--- config.mk ---
export PLATFORM = sky130hd
export DESIGN_NAME = packbits_line_encoder_top_flat
export DESIGN_NICKNAME = d
export VERILOG_FILES = /design/src/rtl/core/plbe_pkg.sv /design/src/rtl/core/plbe_in_if.sv /design/src/rtl/core/plbe_out_if.sv /design/src/rtl/core/plbe_front.sv /design/src/rtl/core/plbe_back.sv /design/src/rtl/core/plbe_obuf.sv /design/src/rtl/core/packbits_line_encoder_top.sv /design/src/flat_wrapper.sv
export VERILOG_INCLUDE_DIRS = /design/src /design/src/rtl/core
export SDC_FILE = /design/constraint.sdc
export NUM_CORES = 1
export LEC_CHECK = 0
export BUFFER_PORTS_ARGS = -buffer_cell sky130_fd_sc_hd__buf_2
export CAP_MARGIN = 20
export CORE_ASPECT_RATIO = 0.9
export CORE_MARGIN = 2
export CORE_UTILIZATION = 44
export DETAILED_ROUTE_END_ITERATION = 8
export HOLD_SLACK_MARGIN = 0.15
export PLACE_DENSITY = 0.6
export SYNTH_ARGS = -nofsm -noshare
export SYNTH_HDL_FRONTEND = slang
export SYNTH_HIERARCHICAL = 1
export SYNTH_SLANG_ARGS = --single-unit
--- constraint.sdc ---
create_clock -name clk -period 8.3 [get_ports clk]
set_input_delay 0 -clock clk [delete_from_list [all_inputs] [get_ports clk]]
set_output_delay 0 -clock clk [all_outputs]
set_load 0.05 [all_outputs]
--- src/rtl/core/assert_macros.svh ---
// ----------------------------------------------------------------------------
// Assertion macros
// Shared concurrent assertion helpers, clocked on clk, disabled in reset.
// ----------------------------------------------------------------------------
`ifndef ASSERT_MACROS_SVH
`define ASSERT_MACROS_SVH

// Property must hold at every clock edge outside reset.
`define PLBE_ASSERT(lbl, prop, msg) \
    lbl: assert property (@(posedge clk) disable iff (!rst_n) prop) \
        else $error(msg);

// Condition must never be seen at a clock edge outside reset.
`define PLBE_NEVER(lbl, expr, msg) \
    `PLBE_ASSERT(lbl, !(expr), msg)

`endif

--- src/rtl/core/plbe_pkg.sv ---
// ----------------------------------------------------------------------------
// PackBits line encoder package
// Shared types, constants and run classification functions.
// ----------------------------------------------------------------------------
`timescale 1ns / 1ps
`default_nettype none

package plbe_pkg;

    localparam int PIXEL_BITS  = 8;
    localparam int DATA_BITS   = 8;
    localparam int LEN_BITS    = 16;
    localparam int MAX_RUN     = 128;
    localparam int CNT_BITS    = $clog2(MAX_RUN + 1);
    localparam int WIN_DEPTH   = 3;
    localparam int FILL_BITS   = $clog2(WIN_DEPTH + 1);
    localparam int IQ_DEPTH    = 4;
    localparam int IQ_PTR_BITS = $clog2(IQ_DEPTH);
    localparam int IQ_CNT_BITS = $clog2(IQ_DEPTH + 1);
    localparam int OB_DEPTH    = 2;
    localparam int OB_PTR_BITS = $clog2(OB_DEPTH);
    localparam int OB_CNT_BITS = $clog2(OB_DEPTH + 1);

    typedef logic [PIXEL_BITS-1:0]  pixel_t;
    typedef logic [DATA_BITS-1:0]   data_t;
    typedef logic [LEN_BITS-1:0]    len_t;
    typedef logic [CNT_BITS-1:0]    cnt_t;
    typedef logic [FILL_BITS-1:0]   fill_t;
    typedef logic [1:0]             phase_t;
    typedef logic [2:0]             nemit_t;
    typedef logic [IQ_PTR_BITS-1:0] iq_ptr_t;
    typedef logic [IQ_CNT_BITS-1:0] iq_cnt_t;
    typedef logic [OB_PTR_BITS-1:0] ob_ptr_t;
    typedef logic [OB_CNT_BITS-1:0] ob_cnt_t;

    localparam len_t LEN_RESET = '1;
    localparam cnt_t RUN_MAX   = cnt_t'(MAX_RUN);

    typedef enum logic [1:0] {
        KIND_NONE = 2'd0,
        KIND_REP  = 2'd1,
        KIND_LIT  = 2'd2
    } run_kind_t;

    // One step of the run encoder, chosen from the current state.
    typedef enum logic [3:0] {
        ACT_BREAK,        // wait for the next pixel
        ACT_NONE_SINGLE,  // lone pixel at block end: value, code 0
        ACT_NONE_START,   // open a repeat or literal run
        ACT_REP_CLOSE,    // repeat code, value
        ACT_REP_INC,      // extend repeat run
        ACT_LIT_CLOSE,    // last literal value, literal code
        ACT_LIT_NEW,      // send held value, hold the new pixel
        ACT_LIT_SWITCH,   // literal code, held pixel starts a repeat run
        ACT_LIT_CLOSE3,   // absorb trailing pair and close
        ACT_LIT_TAKE3     // absorb isolated pair and keep going
    } action_t;

    typedef struct packed {
        pixel_t pixel;
        logic   ended;
    } pix_item_t;

    typedef struct packed {
        logic  is_code;
        data_t data;
        logic  block_done;
    } res_item_t;

    typedef struct packed {
        pixel_t [WIN_DEPTH-1:0] win;
        fill_t                  fill;
        run_kind_t              kind;
        pixel_t                 val;
        cnt_t                   cnt;
    } enc_state_t;

    function automatic action_t classify(enc_state_t s, logic ended);
        action_t a;
        a = ACT_BREAK;
        case (s.kind)
            KIND_NONE:
            begin
                if (s.fill == fill_t'(0))
                    a = ACT_BREAK;
                else if (s.fill == fill_t'(1))
                    a = ended ? ACT_NONE_SINGLE : ACT_BREAK;
                else
                    a = ACT_NONE_START;
            end
            KIND_REP:
            begin
                if ((s.cnt >= RUN_MAX) || ((s.fill == fill_t'(0)) && ended) ||
                    ((s.fill != fill_t'(0)) && (s.win[0] != s.val)))
                    a = ACT_REP_CLOSE;
                else if (s.fill == fill_t'(0))
                    a = ACT_BREAK;
                else
                    a = ACT_REP_INC;
            end
            KIND_LIT:
            begin
                if ((s.cnt >= RUN_MAX) || ((s.fill == fill_t'(0)) && ended))
                    a = ACT_LIT_CLOSE;
                else if (s.fill == fill_t'(0))
                    a = ACT_BREAK;
                else if (s.win[0] != s.val)
                    a = ACT_LIT_NEW;
                else if ((s.cnt + cnt_t'(1)) >= RUN_MAX)
                    a = ACT_LIT_SWITCH;
                else if (s.fill >= fill_t'(2))
                begin
                    if (s.win[1] == s.win[0])
                        a = ACT_LIT_SWITCH;
                    else if ((s.cnt + cnt_t'(2)) == RUN_MAX)
                        a = ACT_LIT_CLOSE3;
                    else if (s.fill == fill_t'(3))
                        a = (s.win[1] != s.win[2]) ? ACT_LIT_TAKE3 : ACT_LIT_SWITCH;
                    else if (ended)
                        a = ACT_LIT_CLOSE3;
                    else
                        a = ACT_BREAK;
                end
                else if (ended)
                    a = ACT_LIT_SWITCH;
                else
                    a = ACT_BREAK;
            end
            default:
                a = ACT_BREAK;
        endcase
        return a;
    endfunction

    function automatic nemit_t emit_count(action_t a);
        nemit_t n;
        case (a)
            ACT_NONE_SINGLE: n = nemit_t'(2);
            ACT_REP_CLOSE:   n = nemit_t'(2);
            ACT_LIT_CLOSE:   n = nemit_t'(2);
            ACT_LIT_NEW:     n = nemit_t'(1);
            ACT_LIT_SWITCH:  n = nemit_t'(1);
            ACT_LIT_CLOSE3:  n = nemit_t'(4);
            ACT_LIT_TAKE3:   n = nemit_t'(3);
            default:         n = nemit_t'(0);
        endcase
        return n;
    endfunction

    function automatic enc_state_t pop_win(enc_state_t s, fill_t k);
        enc_state_t r;
        r = s;
        for (int j = 0; j < WIN_DEPTH; j++)
        begin
            if ((j < int'(k)) && (r.fill != fill_t'(0)))
            begin
                r.win  = {pixel_t'(0), r.win[WIN_DEPTH-1:1]};
                r.fill = r.fill - fill_t'(1);
            end
        end
        return r;
    endfunction

    function automatic enc_state_t append(enc_state_t s, pixel_t px);
        enc_state_t r;
        r = s;
        if (s.fill == fill_t'(WIN_DEPTH))
            r.win[WIN_DEPTH-1] = px;
        else
        begin
            r.win[s.fill[1:0]] = px;
            r.fill = s.fill + fill_t'(1);
        end
        return r;
    endfunction

    function automatic enc_state_t execute(enc_state_t s, action_t a);
        enc_state_t r;
        r = s;
        case (a)
            ACT_NONE_SINGLE:
                r = pop_win(s, fill_t'(1));
            ACT_NONE_START:
            begin
                r.kind = (s.win[0] == s.win[1]) ? KIND_REP : KIND_LIT;
                r.val  = s.win[0];
                r.cnt  = cnt_t'(1);
                r = pop_win(r, fill_t'(1));
            end
            ACT_REP_CLOSE, ACT_LIT_CLOSE:
            begin
                r.kind = KIND_NONE;
                r.cnt  = '0;
            end
            ACT_REP_INC:
            begin
                r.cnt = s.cnt + cnt_t'(1);
                r = pop_win(r, fill_t'(1));
            end
            ACT_LIT_NEW:
            begin
                r.val = s.win[0];
                r.cnt = s.cnt + cnt_t'(1);
                r = pop_win(r, fill_t'(1));
            end
            ACT_LIT_SWITCH:
            begin
                r.kind = KIND_REP;
                r.cnt  = cnt_t'(1);
            end
            ACT_LIT_CLOSE3:
            begin
                r.kind = KIND_NONE;
                r.cnt  = '0;
                r = pop_win(r, fill_t'(2));
            end
            ACT_LIT_TAKE3:
            begin
                r.val = s.win[2];
                r.cnt = s.cnt + cnt_t'(3);
                r = pop_win(r, fill_t'(3));
            end
            default:
                r = s;
        endcase
        return r;
    endfunction

endpackage

`default_nettype wire

--- src/rtl/core/plbe_in_if.sv ---
// ----------------------------------------------------------------------------
// Pixel channel
// Valid/ready channel carrying one pixel and its line end mark.
// ----------------------------------------------------------------------------
`timescale 1ns / 1ps
`default_nettype none

interface plbe_in_if;
    logic       valid;
    logic       ready;
    logic [7:0] pixel;
    logic       line_end;

    modport source (output valid, output pixel, output line_end, input ready);
    modport sink   (input valid, input pixel, input line_end, output ready);
endinterface

`default_nettype wire

--- src/rtl/core/plbe_out_if.sv ---
// ----------------------------------------------------------------------------
// Result channel
// Valid/ready channel carrying one code or value byte of the encoded stream.
// ----------------------------------------------------------------------------
`timescale 1ns / 1ps
`default_nettype none

interface plbe_out_if;
    logic       valid;
    logic       ready;
    logic       is_code;
    logic [7:0] data;
    logic       block_done;

    modport source (output valid, output is_code, output data, output block_done,
                    input ready);
    modport sink   (input valid, input is_code, input data, input block_done,
                    output ready);
endinterface

`default_nettype wire

--- src/rtl/core/plbe_front.sv ---
// ----------------------------------------------------------------------------
// Encoder front end
// Accepts pixels, tracks the block position, tags block ends, queues items.
// ----------------------------------------------------------------------------
`timescale 1ns / 1ps
`default_nettype none
`include "assert_macros.svh"

module plbe_front (
    input  logic                clk,
    input  logic                rst_n,
    plbe_in_if.sink             pixels,
    input  logic                cfg_we,
    input  plbe_pkg::len_t      cfg_wdata,
    input  logic                q_pop,
    output logic                q_valid,
    output plbe_pkg::pix_item_t q_item
);

    plbe_pkg::len_t              len_reg;
    plbe_pkg::len_t              pos_reg;
    plbe_pkg::len_t              pos_next;
    logic [plbe_pkg::LEN_BITS:0] lim;
    logic [plbe_pkg::LEN_BITS:0] pos_p1;
    logic                        ended;
    logic                        push;
    plbe_pkg::pix_item_t         in_item;

    plbe_pkg::pix_item_t         iq_mem_reg [plbe_pkg::IQ_DEPTH];
    plbe_pkg::iq_ptr_t           iq_wr_ptr_reg;
    plbe_pkg::iq_ptr_t           iq_rd_ptr_reg;
    plbe_pkg::iq_cnt_t           iq_cnt_reg;
    plbe_pkg::iq_cnt_t           iq_cnt_next;

    // length 0 means 65536
    assign lim    = (len_reg == '0) ? {1'b1, {plbe_pkg::LEN_BITS{1'b0}}} : {1'b0, len_reg};
    assign pos_p1 = {1'b0, pos_reg} + (plbe_pkg::LEN_BITS + 1)'(1);
    assign ended  = pixels.line_end || (pos_p1 >= lim);

    assign pos_next = ended ? '0 : pos_p1[plbe_pkg::LEN_BITS-1:0];

    assign in_item.pixel = plbe_pkg::pixel_t'(pixels.pixel);
    assign in_item.ended = ended;

    assign pixels.ready = (iq_cnt_reg != plbe_pkg::iq_cnt_t'(plbe_pkg::IQ_DEPTH));
    assign push         = pixels.valid && pixels.ready;

    assign q_valid = (iq_cnt_reg != '0);
    assign q_item  = iq_mem_reg[iq_rd_ptr_reg];

    always_comb
    begin
        iq_cnt_next = iq_cnt_reg;
        case ({push, q_pop})
            2'b10:   iq_cnt_next = iq_cnt_reg + plbe_pkg::iq_cnt_t'(1);
            2'b01:   iq_cnt_next = iq_cnt_reg - plbe_pkg::iq_cnt_t'(1);
            default: iq_cnt_next = iq_cnt_reg;
        endcase
    end

    always_ff @(posedge clk or negedge rst_n)
    begin
        if (!rst_n)
        begin
            len_reg       <= plbe_pkg::LEN_RESET;
            pos_reg       <= '0;
            iq_wr_ptr_reg <= '0;
            iq_rd_ptr_reg <= '0;
            iq_cnt_reg    <= '0;
        end
        else
        begin
            if (cfg_we)
                len_reg <= cfg_wdata;
            if (push)
            begin
                pos_reg       <= pos_next;
                iq_wr_ptr_reg <= iq_wr_ptr_reg + plbe_pkg::iq_ptr_t'(1);
            end
            if (q_pop)
                iq_rd_ptr_reg <= iq_rd_ptr_reg + plbe_pkg::iq_ptr_t'(1);
            iq_cnt_reg <= iq_cnt_next;
        end
    end

    always_ff @(posedge clk)
    begin
        if (push)
            iq_mem_reg[iq_wr_ptr_reg] <= in_item;
    end

    `PLBE_ASSERT(a_pos_restart, (push && ended) |=> (pos_reg == '0), "block position not restarted")
    `PLBE_NEVER(a_iq_pop_empty, q_pop && (iq_cnt_reg == '0), "pop from empty pixel queue")

endmodule

`default_nettype wire

--- src/rtl/core/plbe_back.sv ---
// ----------------------------------------------------------------------------
// Encoder back end
// Run sequencer: one encoder step per cycle unless the result buffer is full, at most one result per cycle.
// ----------------------------------------------------------------------------
`timescale 1ns / 1ps
`default_nettype none
`include "assert_macros.svh"

module plbe_back (
    input  logic                clk,
    input  logic                rst_n,
    input  logic                q_valid,
    input  plbe_pkg::pix_item_t q_item,
    output logic                q_pop,
    input  logic                ob_full,
    output logic                ob_wr,
    output plbe_pkg::res_item_t ob_data
);

    plbe_pkg::enc_state_t st_reg;
    plbe_pkg::enc_state_t st_next;
    plbe_pkg::enc_state_t st_app;
    plbe_pkg::enc_state_t st_eff;
    logic                 ended_reg;
    logic                 ended_next;
    logic                 ended_eff;
    plbe_pkg::phase_t     phase_reg;
    plbe_pkg::phase_t     phase_next;
    plbe_pkg::res_item_t  hold_reg;
    plbe_pkg::res_item_t  hold_next;
    logic                 hold_vld_reg;
    logic                 hold_vld_next;

    plbe_pkg::action_t    act_r;
    plbe_pkg::action_t    act;
    logic                 brk_r;
    logic                 flush;
    logic                 load;
    plbe_pkg::nemit_t     n_emit;
    logic                 emit;
    logic                 last;
    logic                 want_wr;
    logic                 go;
    plbe_pkg::res_item_t  res_new;
    plbe_pkg::cnt_t       cm1;
    plbe_pkg::cnt_t       cm2;
    plbe_pkg::cnt_t       cp1;

    // At a wait point the next pixel is appended and stepped in the same cycle.
    always_comb
    begin
        act_r     = plbe_pkg::classify(st_reg, ended_reg);
        brk_r     = (act_r == plbe_pkg::ACT_BREAK);
        flush     = brk_r && ended_reg;
        load      = brk_r && !ended_reg && q_valid;
        st_app    = plbe_pkg::append(st_reg, q_item.pixel);
        st_eff    = load ? st_app : st_reg;
        ended_eff = load ? q_item.ended : ended_reg;
        act       = load ? plbe_pkg::classify(st_app, q_item.ended) : act_r;
        n_emit    = plbe_pkg::emit_count(act);
        emit      = (n_emit != '0);
        last      = !emit || ({1'b0, phase_reg} == (n_emit - plbe_pkg::nemit_t'(1)));
    end

    // Result byte for the current action and phase
    always_comb
    begin
        cm1 = st_eff.cnt - plbe_pkg::cnt_t'(1);
        cm2 = st_eff.cnt - plbe_pkg::cnt_t'(2);
        cp1 = st_eff.cnt + plbe_pkg::cnt_t'(1);
        res_new.is_code    = 1'b0;
        res_new.data       = plbe_pkg::data_t'(st_eff.val);
        res_new.block_done = 1'b0;
        case (act)
            plbe_pkg::ACT_NONE_SINGLE:
            begin
                if (phase_reg == plbe_pkg::phase_t'(0))
                    res_new.data = plbe_pkg::data_t'(st_eff.win[0]);
                else
                begin
                    res_new.is_code = 1'b1;
                    res_new.data    = '0;
                end
            end
            plbe_pkg::ACT_REP_CLOSE:
            begin
                if (phase_reg == plbe_pkg::phase_t'(0))
                begin
                    res_new.is_code = 1'b1;
                    res_new.data    = plbe_pkg::data_t'({cm1, 1'b1});
                end
            end
            plbe_pkg::ACT_LIT_CLOSE:
            begin
                if (phase_reg != plbe_pkg::phase_t'(0))
                begin
                    res_new.is_code = 1'b1;
                    res_new.data    = plbe_pkg::data_t'({cm1, 1'b0});
                end
            end
            plbe_pkg::ACT_LIT_SWITCH:
            begin
                res_new.is_code = 1'b1;
                res_new.data    = plbe_pkg::data_t'({cm2, 1'b0});
            end
            plbe_pkg::ACT_LIT_CLOSE3, plbe_pkg::ACT_LIT_TAKE3:
            begin
                case (phase_reg)
                    plbe_pkg::phase_t'(1):
                        res_new.data = plbe_pkg::data_t'(st_eff.win[0]);
                    plbe_pkg::phase_t'(2):
                        res_new.data = plbe_pkg::data_t'(st_eff.win[1]);
                    plbe_pkg::phase_t'(3):
                    begin
                        res_new.is_code = 1'b1;
                        res_new.data    = plbe_pkg::data_t'({cp1, 1'b0});
                    end
                    default:
                        res_new.data = plbe_pkg::data_t'(st_eff.val);
                endcase
            end
            default:
                res_new.data = plbe_pkg::data_t'(st_eff.val);
        endcase
    end

    // Results of a block-ending pixel pass through the hold register so that
    // the final one can carry block_done.
    always_comb
    begin
        want_wr = 1'b0;
        ob_data = res_new;
        if (flush)
        begin
            want_wr            = hold_vld_reg;
            ob_data            = hold_reg;
            ob_data.block_done = 1'b1;
        end
        else if (emit && ended_eff)
        begin
            want_wr = hold_vld_reg;
            ob_data = hold_reg;
        end
        else if (emit)
            want_wr = 1'b1;
        go    = !want_wr || !ob_full;
        ob_wr = want_wr && !ob_full;
        q_pop = load && go;
    end

    always_comb
    begin
        st_next       = st_reg;
        ended_next    = ended_reg;
        phase_next    = phase_reg;
        hold_next     = hold_reg;
        hold_vld_next = hold_vld_reg;
        if (go)
        begin
            if (flush)
            begin
                st_next.fill  = '0;
                st_next.kind  = plbe_pkg::KIND_NONE;
                st_next.cnt   = '0;
                ended_next    = 1'b0;
                phase_next    = '0;
                hold_vld_next = 1'b0;
            end
            else
            begin
                ended_next = ended_eff;
                if (emit && !last)
                begin
                    st_next    = st_eff;
                    phase_next = phase_reg + plbe_pkg::phase_t'(1);
                end
                else
                begin
                    st_next    = plbe_pkg::execute(st_eff, act);
                    phase_next = '0;
                end
                if (emit && ended_eff)
                begin
                    hold_next     = res_new;
                    hold_vld_next = 1'b1;
                end
            end
        end
    end

    always_ff @(posedge clk or negedge rst_n)
    begin
        if (!rst_n)
        begin
            st_reg       <= '0;
            ended_reg    <= 1'b0;
            phase_reg    <= '0;
            hold_vld_reg <= 1'b0;
        end
        else
        begin
            st_reg       <= st_next;
            ended_reg    <= ended_next;
            phase_reg    <= phase_next;
            hold_vld_reg <= hold_vld_next;
        end
    end

    always_ff @(posedge clk)
    begin
        hold_reg <= hold_next;
    end

    `PLBE_ASSERT(a_phase_mid_step, (phase_reg != '0) |-> !brk_r, "phase set at a wait point")
    `PLBE_ASSERT(a_hold_only_at_end, hold_vld_reg |-> ended_reg, "held result outside block end")
    `PLBE_ASSERT(a_idle_count, (st_reg.kind == plbe_pkg::KIND_NONE) |-> (st_reg.cnt == '0), "count left with no run open")
    `PLBE_ASSERT(a_flush_clears, (flush && go) |=> ((st_reg.fill == '0) && !ended_reg && !hold_vld_reg), "block end did not clear state")

endmodule

`default_nettype wire

--- src/rtl/core/plbe_obuf.sv ---
// ----------------------------------------------------------------------------
// Result buffer
// Two-entry queue that decouples the sequencer from the result receiver.
// ----------------------------------------------------------------------------
`timescale 1ns / 1ps
`default_nettype none

module plbe_obuf (
    input  logic                clk,
    input  logic                rst_n,
    input  logic                wr,
    input  plbe_pkg::res_item_t wdata,
    output logic                full,
    plbe_out_if.source          results
);

    plbe_pkg::res_item_t mem_reg [plbe_pkg::OB_DEPTH];
    plbe_pkg::ob_ptr_t   wr_ptr_reg;
    plbe_pkg::ob_ptr_t   rd_ptr_reg;
    plbe_pkg::ob_cnt_t   cnt_reg;
    plbe_pkg::ob_cnt_t   cnt_next;
    plbe_pkg::res_item_t head;
    logic                rd;

    assign full = (cnt_reg == plbe_pkg::ob_cnt_t'(plbe_pkg::OB_DEPTH));
    assign head = mem_reg[rd_ptr_reg];

    assign results.valid      = (cnt_reg != '0);
    assign results.is_code    = head.is_code;
    assign results.data       = head.data;
    assign results.block_done = head.block_done;
    assign rd                 = results.valid && results.ready;

    always_comb
    begin
        cnt_next = cnt_reg;
        case ({wr, rd})
            2'b10:   cnt_next = cnt_reg + plbe_pkg::ob_cnt_t'(1);
            2'b01:   cnt_next = cnt_reg - plbe_pkg::ob_cnt_t'(1);
            default: cnt_next = cnt_reg;
        endcase
    end

    always_ff @(posedge clk or negedge rst_n)
    begin
        if (!rst_n)
        begin
            wr_ptr_reg <= '0;
            rd_ptr_reg <= '0;
            cnt_reg    <= '0;
        end
        else
        begin
            if (wr)
                wr_ptr_reg <= wr_ptr_reg + plbe_pkg::ob_ptr_t'(1);
            if (rd)
                rd_ptr_reg <= rd_ptr_reg + plbe_pkg::ob_ptr_t'(1);
            cnt_reg <= cnt_next;
        end
    end

    always_ff @(posedge clk)
    begin
        if (wr)
            mem_reg[wr_ptr_reg] <= wdata;
    end

endmodule

`default_nettype wire

--- src/rtl/core/packbits_line_encoder_top.sv ---
// ----------------------------------------------------------------------------
// PackBits line encoder
// Run-length encodes image lines block by block into codes and values.
// ----------------------------------------------------------------------------
// Usage:
//  - pixels: valid/ready channel, one pixel per transaction, line_end marks
//    the last pixel of a line.
//  - results: valid/ready channel, one byte per transaction; is_code tells a
//    length code from a pixel value, block_done flags the last byte of a block.
//  - cfg_we/cfg_wdata: block_length write, only while the encoder is idle.
//    Zero means 65536 pixels.
//  - Sequencer: one step per cycle while the result buffer has room, at most
//    one byte per step. A pixel that closes a run releases its bytes one per
//    step, opening a run takes a step of its own, and a block end releases
//    the held last byte, tagged block_done, in a step of its own.
//  - Path: a pixel passes the pixel queue and the sequencer into the result
//    buffer; bytes of a block-ending pixel also pass the hold register.
//  - Stall: when results is held off, the two-entry result buffer fills, the
//    sequencer waits, then the four-entry pixel queue fills and ready drops.
//  - Reset: clears queues and run state; block_length returns to 65535.
// ----------------------------------------------------------------------------
`timescale 1ns / 1ps
`default_nettype none

module packbits_line_encoder_top (
    input  logic           clk,
    input  logic           rst_n,
    plbe_in_if.sink        pixels,
    plbe_out_if.source     results,
    input  logic           cfg_we,
    input  plbe_pkg::len_t cfg_wdata
);

    // front end to sequencer
    logic                q_valid;
    logic                q_pop;
    plbe_pkg::pix_item_t q_item;

    // sequencer to result buffer
    logic                ob_full;
    logic                ob_wr;
    plbe_pkg::res_item_t ob_data;

    // Block position, block end tagging and pixel queue
    plbe_front u_front (
        .clk       (clk),
        .rst_n     (rst_n),
        .pixels    (pixels),
        .cfg_we    (cfg_we),
        .cfg_wdata (cfg_wdata),
        .q_pop     (q_pop),
        .q_valid   (q_valid),
        .q_item    (q_item)
    );

    // Run sequencer: lookahead window, open run, result ordering
    plbe_back u_back (
        .clk     (clk),
        .rst_n   (rst_n),
        .q_valid (q_valid),
        .q_item  (q_item),
        .q_pop   (q_pop),
        .ob_full (ob_full),
        .ob_wr   (ob_wr),
        .ob_data (ob_data)
    );

    // Output skid buffer
    plbe_obuf u_obuf (
        .clk     (clk),
        .rst_n   (rst_n),
        .wr      (ob_wr),
        .wdata   (ob_data),
        .full    (ob_full),
        .results (results)
    );

endmodule

`default_nettype wire
--- src/flat_wrapper.sv ---
// flat-port wrapper written by rule: the top's interface ports become plain ports
module packbits_line_encoder_top_flat 
  (clk, rst_n, cfg_we, cfg_wdata, pixels_valid, pixels_pixel, pixels_line_end, pixels_ready, results_valid, results_is_code, results_data, results_block_done, results_ready);
  plbe_in_if pixels_i ();
  plbe_out_if results_i ();
  input  logic clk;
  input  logic rst_n;
  input  logic cfg_we;
  input  plbe_pkg::len_t cfg_wdata;
  input wire logic [$bits(pixels_i.valid)-1:0] pixels_valid;
  input wire logic [$bits(pixels_i.pixel)-1:0] pixels_pixel;
  input wire logic [$bits(pixels_i.line_end)-1:0] pixels_line_end;
  output wire logic [$bits(pixels_i.ready)-1:0] pixels_ready;
  output wire logic [$bits(results_i.valid)-1:0] results_valid;
  output wire logic [$bits(results_i.is_code)-1:0] results_is_code;
  output wire logic [$bits(results_i.data)-1:0] results_data;
  output wire logic [$bits(results_i.block_done)-1:0] results_block_done;
  input wire logic [$bits(results_i.ready)-1:0] results_ready;
  assign pixels_i.valid = pixels_valid;
  assign pixels_i.pixel = pixels_pixel;
  assign pixels_i.line_end = pixels_line_end;
  assign pixels_ready = pixels_i.ready;
  assign results_valid = results_i.valid;
  assign results_is_code = results_i.is_code;
  assign results_data = results_i.data;
  assign results_block_done = results_i.block_done;
  assign results_i.ready = results_ready;
  packbits_line_encoder_top u_core (.clk(clk), .rst_n(rst_n), .pixels(pixels_i), .results(results_i), .cfg_we(cfg_we), .cfg_wdata(cfg_wdata));
endmodule
==> impl_metrics.py <==
metrics = {
    "clocking": {
        "cts_setup_buffers": 0,
        "ctsResizeCount": 0,
        "h-tree-depth": 4,
        "clockBufferDepth": 2,
        "tritoncts": "done",
        "clock-sinks": 156,
        "clk_root_buffer_cell": "clkbuf_16",
        "clock_latency_ns": 0.44,
        "cts_made_buffers": 17,
        "clk_pin_slew_ns": 0.08,
    },
    "placement": {
        "pre_cts_ws_ns": 1.06,
        "port_buffers": 41,
        "gp_congestion": 0.950,
        "hpwlAfterDp_um": 22400,
    },
    "worst_hold_path": {
        "min_path_type": "in -> async",
    },
    "outcome": {
        "status": "completed",
    },
    "finish": {
        "final_cell_mix": "nand2_1, o21ai_0, dfrtp_1",
        "fillCellCount": 2262,
        "layout-drive-gt1-share_pct": 14.5,
        "final_common_cell": "nand2_1",
        "final_core_util_pct": 51.5,
        "largest_register_ffs": 36,
        "final_nets": 1296,
        "num_antenna_cells": 0,
        "area_delta_synth_final_pct": 14.1,
    },
    "die": {
        "chipHeight_um": 154,
        "start_util_pct": 45.1,
        "die_area_sq_um": 26400,
        "core_sq_um": 24500,
        "rows": 54,
        "ios": 42,
        "die_w_um": 171,
    },
    "logic_synthesis": {
        "netlist-cell-type-count": 102,
        "syn_inst": 1174,
        "ys_seq_area_share_pct": 38.5,
        "ys.flop_type": "dfrtp_1",
        "synthArstFlopShare_pct": 58.3,
        "synth-edff-count": 65,
        "yosys_warnings": 6,
        "syn_avg_cell_area_sq_um": 9.40,
        "synth_top_cell_area_share_pct": 17.7,
        "synthTopCellsByArea": "edfxtp_1, dfrtp_1, nand2_1",
        "yosys.area.top_type": "edfxtp_1",
        "ys_ff_latch": 156,
        "syn_nets": 1245,
        "syn_area_sq_um": 11000,
    },
    "setup_path": {
        "rr_endpoint": "u_core/u_obuf/mem_reg[0][8]",
        "path_max_fanout": 16,
        "reg2reg_from": "u_core/u_front/iq_rd_ptr_reg[0]",
        "r2r_setup_slack_ns": 0.97,
        "worstPathCellList": "mux4_2 > nor2b_1 > a2111oi_0 > a32oi_1 > nor4_2 > nand2b_1 > a311o_1 > o21ai_1 > nand2_1 > and2_1 > ha_1 > ha_1 > o211ai_1 > inv_1 > a211oi_1 > inv_1 > nor2_1",
        "critPathMaxStageDelay_ns": 0.75,
        "start_kind": "register",
        "cp.required_ns": 8.36,
        "reg2regPathDepth": 17,
        "path_class": "reg -> reg",
        "crit_slowest_cell": "dfrtp_1",
        "arrival_ns": 7.38,
        "endpoint_kind": "register",
    },
    "global_routing": {
        "grt_pass1_vias": 8852,
        "grt_overflow": 0,
        "antenna_found_initial": 0,
        "grt_pass1_wl_um": 50400,
        "grt_start_max_net_pins": 62,
        "groute.usage.overall_pct": 24.6,
    },
    "sta": {
        "finalMaxSlewViolations": 0,
        "worst_slack_ns": 0.971,
        "fin_crit_ns": 7.33,
        "worst_pin_slew_ns": 0.940,
        "grt_setup_unrepaired": "false",
        "fin_crit_sh_pct": 88.3,
        "holdWs_ns": 0.248,
        "max_slew_margin_pct": 37.1,
        "tns_ns": 0,
        "setup_viol": 0,
        "final_hold_viol_count": 0,
        "max_freq_mhz": 136,
        "fin_skew_ns": 0.0166,
    },
    "detailed_routing": {
        "first_pass_iters": 5,
        "drt_wl_total_um": 31600,
        "drtIter0Drc": 955,
        "drc": 0,
        "detail-route-antenna-nets": 0,
        "viasPerCell": 5.87,
        "wire_per_inst_um": 20.1,
        "via_count": 9233,
    },
    "job": {
        "drv_cap": 0,
    },
}
-- worst max path at each step --
stage | from | endpoint | cells after the start
after detailed placement | u_core/u_front/iq_rd_ptr_reg[0] | u_core/u_obuf/mem_reg[0][9] | 17
after global routing | u_core/u_front/iq_rd_ptr_reg[0] | u_core/u_obuf/mem_reg[0][9] | 19
after CTS | u_core/u_front/iq_rd_ptr_reg[0] | u_core/u_obuf/mem_reg[0][9] | 17
after floorplan | u_core/u_front/iq_rd_ptr_reg[0] | u_core/u_obuf/mem_reg[0][0] | 21
after global placement | u_core/u_front/iq_rd_ptr_reg[0] | u_core/u_obuf/mem_reg[0][9] | 19
final | u_core/u_front/iq_rd_ptr_reg[0] | u_core/u_obuf/mem_reg[0][8] | 17
-- logic make-up (layout without fill, tap and decap cells) --
kind of cell / after synthesis / count (layout) / share of synthesized area [%]
flip-flops: 156 / 156 / 38.5
AND/OR/NAND/NOR: 371 / 371 / 17.1
buffers and inverters: 132 / 196 / 5.15
multiplexers: 67 / 67 / 7.39
adder cells (fa/ha/maj): 41 / 41 / 4.71
XOR/XNOR: 83 / 83 / 6.59
AO/OA/AOI/OAI: 324 / 324 / 20.6
-- final cells by class --
cell class	instances	area, sq um	area share [%]
clock inverters	15	204	1.62
multi-input cells	886	6230	49.5
clock buffers	17	425	3.38
flip-flops and latches	156	4250	33.7
well taps	336	420	3.34
repair buffers	107	853	6.77
inverters	57	215	1.71
-- worst max-delay path: cells and delay by family, from the launching register on --
family	cells	cell delay, ns
AO/OA/AOI/OAI	6	2.30
AND/OR/NAND/NOR	6	2.28
flip-flops	1	0.75
multiplexers	1	0.69
adder cells (fa/ha/maj)	2	0.52
buffers and inverters	2	0.40
-- synth_stat cells (19+ instances only) --
library cell,count
nor2_1,71
xor2_1,45
a21oi_1,61
mux2_2,26
o21ai_0,81
mux2i_1,32
clkbuf_1,46
nand2_1,142
edfxtp_1,65
nor3_1,19
dfrtp_1,75
o31ai_1,19
ha_1,40
xnor2_1,38
inv_1,55
-- per-layer routing --
metal / GRT usage, % / wire, um
met5: 0 / 0
met2: 37.2 / 14200
met4: 8.92 / 968
met3: 4.66 / 1980
met1: 35.0 / 14500
-- per-stage QoR --
stage	area, sq um	cells
after global placement	11400	1482
after floorplan	11000	1174
after CTS	12600	1574
final	12600	1574
after global routing	12600	1574
after detailed placement	11400	1482
-- repair_timing --
item | 4_1_cts | 5_1_grt
hold endpoints to repair | 87 | 0
hold buffers | 60 | 0
endpoints found under the setup margin | 0 | 0
Power is left out: the tool's default activity adds up to more than one toggle a clock period on the data nets, which glitch-free logic cannot reach.
